<file path="config.mk">
export PLATFORM = sky130hd
export DESIGN_NAME = dafd_cfg
export DESIGN_NICKNAME = d
export VERILOG_FILES = /design/src/design/dafd_pkg.sv /design/src/design/dafd_cfg.sv
export SDC_FILE = /design/constraint.sdc
export NUM_CORES = 1
export LEC_CHECK = 0
export ABC_CLOCK_PERIOD_IN_PS = 1450
export BUFFER_PORTS_ARGS = -buffer_cell sky130_fd_sc_hd__clkbuf_2
export CAP_MARGIN = 10
export CORE_ASPECT_RATIO = 0.8
export CORE_MARGIN = 4
export CORE_UTILIZATION = 35
export CTS_BUF_LIST = sky130_fd_sc_hd__clkbuf_16
export CTS_CLUSTER_DIAMETER = 100
export DETAILED_ROUTE_END_ITERATION = 8
export PLACE_DENSITY = 0.72
export SLEW_MARGIN = 20
export SYNTH_ARGS = -nofsm -noshare
export SYNTH_HDL_FRONTEND = slang
export SYNTH_SLANG_ARGS = --single-unit
</file>
<file path="constraint.sdc">
create_clock -name i_clk -period 1.45 [get_ports i_clk]
set_input_delay 0.2175 -clock i_clk [delete_from_list [all_inputs] [get_ports i_clk]]
set_output_delay 0.2175 -clock i_clk [all_outputs]
set_load 0.05 [all_outputs]
</file>
<file path="src/design/dafd_pkg.sv">
// Shared types, constants and digit order tables for the DRAM address decoder.
// No dependencies.
`timescale 1ns / 1ps

package dafd_pkg;

    localparam int ADDR_W         = 64;
    localparam int DIV_W          = 21;
    localparam int BITS_PER_STAGE = 4;
    localparam int DIV_STAGES     = ADDR_W / BITS_PER_STAGE;
    localparam int NUM_DIGITS     = 8;
    localparam int NUM_DIVS       = NUM_DIGITS + 1;
    localparam int SIDE_W         = NUM_DIGITS * DIV_W;
    localparam int CFG_IDX_W      = 4;
    localparam int CFG_DATA_W     = 21;

    localparam int DEF_PCH_COUNT = 2;
    localparam int DEF_STACK_IDS = 4;

    typedef enum logic [2:0] {
        DIM_COL, DIM_ROW, DIM_BANK, DIM_BG, DIM_PC, DIM_SID, DIM_RANK, DIM_CHAN
    } t_dim;

    typedef enum logic [CFG_IDX_W-1:0] {
        REG_MODE  = 4'd0,
        REG_LINE  = 4'd1,
        REG_COL   = 4'd2,
        REG_ROW   = 4'd3,
        REG_BANK  = 4'd4,
        REG_BG    = 4'd5,
        REG_RANK  = 4'd6,
        REG_CHAN  = 4'd7
    } t_reg_idx;

    // Effective dimension sizes, already saturated and with zero read as one
    typedef struct packed {
        logic [2:0]       mode;
        logic [DIV_W-1:0] line;
        logic [DIV_W-1:0] col;
        logic [DIV_W-1:0] row;
        logic [DIV_W-1:0] bank;
        logic [DIV_W-1:0] bg;
        logic [DIV_W-1:0] rank;
        logic [DIV_W-1:0] chan;
    } t_sizes;

    // Dimension taken at digit position pos, least significant first
    function automatic t_dim dim_at(input logic [1:0] mode, input logic [2:0] pos);
        t_dim d;
        d = DIM_COL;
        unique case (mode)
            2'd0: begin
                unique case (pos)
                    3'd0: d = DIM_COL;
                    3'd1: d = DIM_BANK;
                    3'd2: d = DIM_BG;
                    3'd3: d = DIM_PC;
                    3'd4: d = DIM_SID;
                    3'd5: d = DIM_RANK;
                    3'd6: d = DIM_CHAN;
                    default: d = DIM_ROW;
                endcase
            end
            2'd1: begin
                unique case (pos)
                    3'd0: d = DIM_CHAN;
                    3'd1: d = DIM_COL;
                    3'd2: d = DIM_RANK;
                    3'd3: d = DIM_BANK;
                    3'd4: d = DIM_BG;
                    3'd5: d = DIM_PC;
                    3'd6: d = DIM_SID;
                    default: d = DIM_ROW;
                endcase
            end
            2'd2: begin
                unique case (pos)
                    3'd0: d = DIM_COL;
                    3'd1: d = DIM_ROW;
                    3'd2: d = DIM_BANK;
                    3'd3: d = DIM_BG;
                    3'd4: d = DIM_PC;
                    3'd5: d = DIM_SID;
                    3'd6: d = DIM_RANK;
                    default: d = DIM_CHAN;
                endcase
            end
            default: begin
                unique case (pos)
                    3'd0: d = DIM_CHAN;
                    3'd1: d = DIM_BANK;
                    3'd2: d = DIM_BG;
                    3'd3: d = DIM_PC;
                    3'd4: d = DIM_SID;
                    3'd5: d = DIM_RANK;
                    3'd6: d = DIM_COL;
                    default: d = DIM_ROW;
                endcase
            end
        endcase
        return d;
    endfunction

    // Digit position that holds dimension d
    function automatic logic [2:0] pos_of(input logic [1:0] mode, input t_dim d);
        logic [2:0] p;
        p = 3'd0;
        for (int k = 0; k < NUM_DIGITS; k++) begin
            if (dim_at(mode, 3'(k)) == d) begin
                p = 3'(k);
            end
        end
        return p;
    endfunction

endpackage

</file>
<file path="src/design/dafd_cfg.sv">
// Configuration register file; presents effective dimension sizes.
// Depends on dafd_pkg.
`timescale 1ns / 1ps

module dafd_cfg
    import dafd_pkg::*;
(
    input  logic                  i_clk,
    input  logic                  i_rst_n,
    input  logic                  i_cfg_valid,
    input  logic [CFG_IDX_W-1:0]  i_cfg_index,
    input  logic [CFG_DATA_W-1:0] i_cfg_data,
    output t_sizes                o_sizes
);

    logic [2:0]  r_mode;
    logic [8:0]  r_line;
    logic [12:0] r_col;
    logic [20:0] r_row;
    logic [4:0]  r_bank;
    logic [4:0]  r_bg;
    logic [3:0]  r_rank;
    logic [6:0]  r_chan;

    // Saturate to the maximum, read zero as one
    function automatic logic [DIV_W-1:0] eff(input logic [DIV_W-1:0] raw,
                                             input logic [DIV_W-1:0] max);
        logic [DIV_W-1:0] v;
        v = (raw > max) ? max : raw;
        return (v == '0) ? DIV_W'(1) : v;
    endfunction

    // Write registers; out-of-range indexes drop
    always_ff @(posedge i_clk) begin
        if (!i_rst_n) begin
            r_mode <= 3'd0;
            r_line <= 9'd32;
            r_col  <= 13'd64;
            r_row  <= 21'd16384;
            r_bank <= 5'd4;
            r_bg   <= 5'd4;
            r_rank <= 4'd1;
            r_chan <= 7'd8;
        end else if (i_cfg_valid) begin
            case (i_cfg_index)
                REG_MODE: r_mode <= i_cfg_data[2:0];
                REG_LINE: r_line <= i_cfg_data[8:0];
                REG_COL:  r_col  <= i_cfg_data[12:0];
                REG_ROW:  r_row  <= i_cfg_data[20:0];
                REG_BANK: r_bank <= i_cfg_data[4:0];
                REG_BG:   r_bg   <= i_cfg_data[4:0];
                REG_RANK: r_rank <= i_cfg_data[3:0];
                REG_CHAN: r_chan <= i_cfg_data[6:0];
                default: ;
            endcase
        end
    end

    always_comb begin
        o_sizes.mode = r_mode;
        o_sizes.line = eff(DIV_W'(r_line), DIV_W'(256));
        o_sizes.col  = eff(DIV_W'(r_col),  DIV_W'(4096));
        o_sizes.row  = eff(r_row,          DIV_W'(1048576));
        o_sizes.bank = eff(DIV_W'(r_bank), DIV_W'(16));
        o_sizes.bg   = eff(DIV_W'(r_bg),   DIV_W'(16));
        o_sizes.rank = eff(DIV_W'(r_rank), DIV_W'(8));
        o_sizes.chan = eff(DIV_W'(r_chan), DIV_W'(64));
    end

endmodule

</file>
==> run summary <==
Reg power frac: 38.9%
Clock skew: 0 ns
Failing checks: setup timing
Multiplexer area fraction after synthesis: 0%
Hold Path Class: in -> reg
Internal power: 3.32 mW
Fin crit share: 112%
Critical path's slowest cell: dfxtp_1
Post-synth cell types: 26
# IOs: 178
Startpoint Class: flop
Final GP Congestion: 0.793
FP Rows: 34
Final Net Count: 593
Synthesized instance count: 490
Layout cell share with drive strength beyond 1: 26.4%
Pwr Density: 1050 mW/mm2
Clock sinks: 67
GRT Total Usage: 15.2%
Die Wd: 126 um
First-pass GRT wire length: 16000 um
Largest family of logic cells by synthesized area: simple AND/OR/NAND/NOR gates
Postcts setup bufs: 0
Post-synthesis simple-gate area fraction: 22.8%
# DRC: 0
Worst slew margin: 61.4%
Setup violators final: 4
Clk root buf: clkbuf_16
Remaining Overflow, GRT: 0
Critical path type: reg -> out
Worst slew pin tran: 0.579 ns
Initial antenna violation count: 0
Compound-Gate Fraction of Synth Area: 20.7%
Total power: 4.87 mW
DRT Pass-1 Iters: 5
Ys Warns: 0
Clock share of power: 41.5%
CP peak stage delay: 0.33 ns
Mapped Area: 0.00390 mm2
Die Footprint: 0.0129 mm2
Final Max Tran Viols: 0
Max IR drop VDD: 0.597 mV
Iteration-0 DRC Markers: 203
CP arrival: 1.40 ns
Die H: 102 um
Synthesized-area fraction occupied by adder cells: 0%
Net Sw Frac: 31.9%
Hold Vio Cnt, Final: 0
Port Buffers: 94
Max Cap Viol: 0
Syn-to-layout area delta: 19.2%
Number of synthesized register bits: 67
Drt via density: 4.82
Unrepaired setup endpoints after global routing: true
Vias in the first global route: 3120
Hold_buf cts: 0
Post-route ant nets: 0
Placed wire-length estimate: 7570 um
Skew-Pair Late Insertion Delay: 0.32 ns
CTS tree: built
Syn Area/Cell: 7.97 um2
Routed vias: 3429
Required @ worst endpoint: 1.23 ns
Final Critical Period: 1.62 ns
Critical Path End Type: output port
CTS Buf Count: 9
Seq/Total Area, Yosys: 34.3%
Ant. Diodes: 0
Critical-path maximum fanout: 3
Post-Route WL: 10500 um
Psw: 1.55 mW
Fill cells: 1087
Initial Util: 35.9%
Gate power share: 19.6%
H-tree lvl count: 3
Static leakage: 1.98 nW
Design area: 0.00465 mm2
Largest net degree at the start of global routing: 68
Max clock buf depth: 2
Fmax: 617 MHz
Core area: 0.0109 mm2
Clock transition at path regs: 0.06 ns
Critical path, cell by cell: nor4_2 -> nand3b_1 -> o22ai_2 -> buf_8
Routed wire per std cell: 14.8 um
Synth Area in XOR/XNOR: 0%
Setup WS post-layout: -0.170 ns
Placed Area: 0.00418 mm2
Run status: finished, violations left
==> power groups by stage <==
stage                     Clock, mW  Combinational [mW]  Sequential (mW)
final                          2.02               0.955             1.89
after global placement            0               0.920             1.93
after floorplan                   0               0.955             1.92
after detailed placement          0               0.926             1.93
after CTS                      2.06               0.941             1.89
after global routing           2.14                1.00             1.90
==> critical path, delay by kind of cell, from the launching register on <==
family | cells | cell delay, ns
DFF | 1 | 0.33
and+or+nand+nor | 2 | 0.41
AOI/OAI and AO/OA | 1 | 0.17
buffers and inverters | 1 | 0.17
==> layout make-up <==
type,count,area [um2],area share [%]
multi-input combinational,376,2090,45.0
clock buffer,9,225,4.84
inverter,1,3.75,0.0806
timing repair buffer,110,749,16.1
tap,144,180,3.87
clock inverter,5,47.5,1.02
sequential,67,1360,29.1
==> stage by stage <==
| step | utilization, % | setup TNS [ns] | setup slack [ns] | instances | hold WS [ns] |
|---|---|---|---|---|---|
| global route | 42.7 | -0.734 | -0.236 | 712 | 0.123 |
| CTS | 42.1 | -0.425 | -0.175 | 712 | 0.126 |
| detailed placement | 38.4 | 0 | 0.0525 | 698 | 0.466 |
| global placement | 38.4 | 0 | 0.0677 | 698 | 0.456 |
| finish | 42.7 | -0.364 | -0.170 | 712 | 0.135 |
| floorplan | - | -0.0504 | -0.00560 | 572 | 0.364 |
==> state kept, by name, summed over array words and instances, names as in the netlist <==
name / flops
r_chan: 7
r_rank: 4
r_line: 9
r_col: 13
r_bg: 5
r_bank: 5
r_row: 21
r_mode: 3
==> final timing paths <==
kind	from	endpoint	slack (ns)	depth (start not counted)
min	i_cfg_data[17]	r_row[17]	0.14	3
max reg2reg	r_chan[6]	r_chan[6]	0.57	2
max	r_row[5]	o_sizes[84]	-0.17	4
min reg2reg	r_col[0]	r_col[0]	0.49	2
==> what timing repair did <==
| action | CTS | global route |
|---|---|---|
| pin swaps | 8 | 6 |
| resized for setup | 42 | 41 |
| setup endpoints to repair | 34 | 30 |
==> cell families (layout without fill, tap and decap cells) <==
group	Yosys count	after routing
AO/OA/AOI/OAI	131	131
buffers and inverters	129	125
flip-flops	67	67
AND/OR/NAND/NOR	162	162
other	1	83
==> cells in the final DEF, fill, tap and decap left out, types with 3 or more instances in the layout <==
master,instances
a21boi_0,31
a21boi_1,29
buf_12,3
buf_2,4
buf_4,20
buf_6,5
buf_8,3
clkbuf_16,9
clkbuf_2,63
clkbuf_4,10
conb_1,83
dfxtp_1,56
dfxtp_2,11
nand3_1,75
nor2_1,10
nor2b_1,50
nor3_2,3
nor4_2,5
o21ai_0,67
==> metal layers <==
| layer | vias to the layer above | part of all wire (%) | global-route usage, % | wire, um |
|---|---|---|---|---|
| li1 | 1651 | - | - | - |
| met1 | 1614 | 45 | 20.6 | 4730 |
| met2 | 148 | 47 | 24.2 | 5000 |
| met3 | 16 | 6.4 | 4.13 | 670 |
| met4 | 0 | 1.2 | 4.29 | 128 |
| met5 | - | 0 | 0 | 0 |
==> Yosys cell counts <==
cell type | instances | area (um2)
buf_4 | 88 | 661
nand3_1 | 75 | 375
dfxtp_1 | 67 | 1340
o21ai_0 | 67 | 335
nor2b_1 | 52 | 325
a21boi_0 | 31 | 233
a21boi_1 | 29 | 218
clkbuf_1 | 28 | 105
nor2_1 | 12 | 45.0
nor4_1 | 8 | 50.1
buf_2 | 7 | 35.0
buf_6 | 5 | 56.3
nor3_1 | 5 | 25.0
a21oi_1 | 2 | 10.0
nand2b_1 | 2 | 12.5
nand3b_1 | 2 | 15.0
a31oi_1 | 1 | 6.26
and2_1 | 1 | 6.26
and3b_2 | 1 | 10.0
conb_1 | 1 | 3.75
inv_1 | 1 | 3.75
nand2_1 | 1 | 3.75
nor3b_1 | 1 | 7.51
o22ai_1 | 1 | 6.26
or2_2 | 1 | 6.26
or3b_1 | 1 | 8.76
Power figures use the tool's default switching activity.
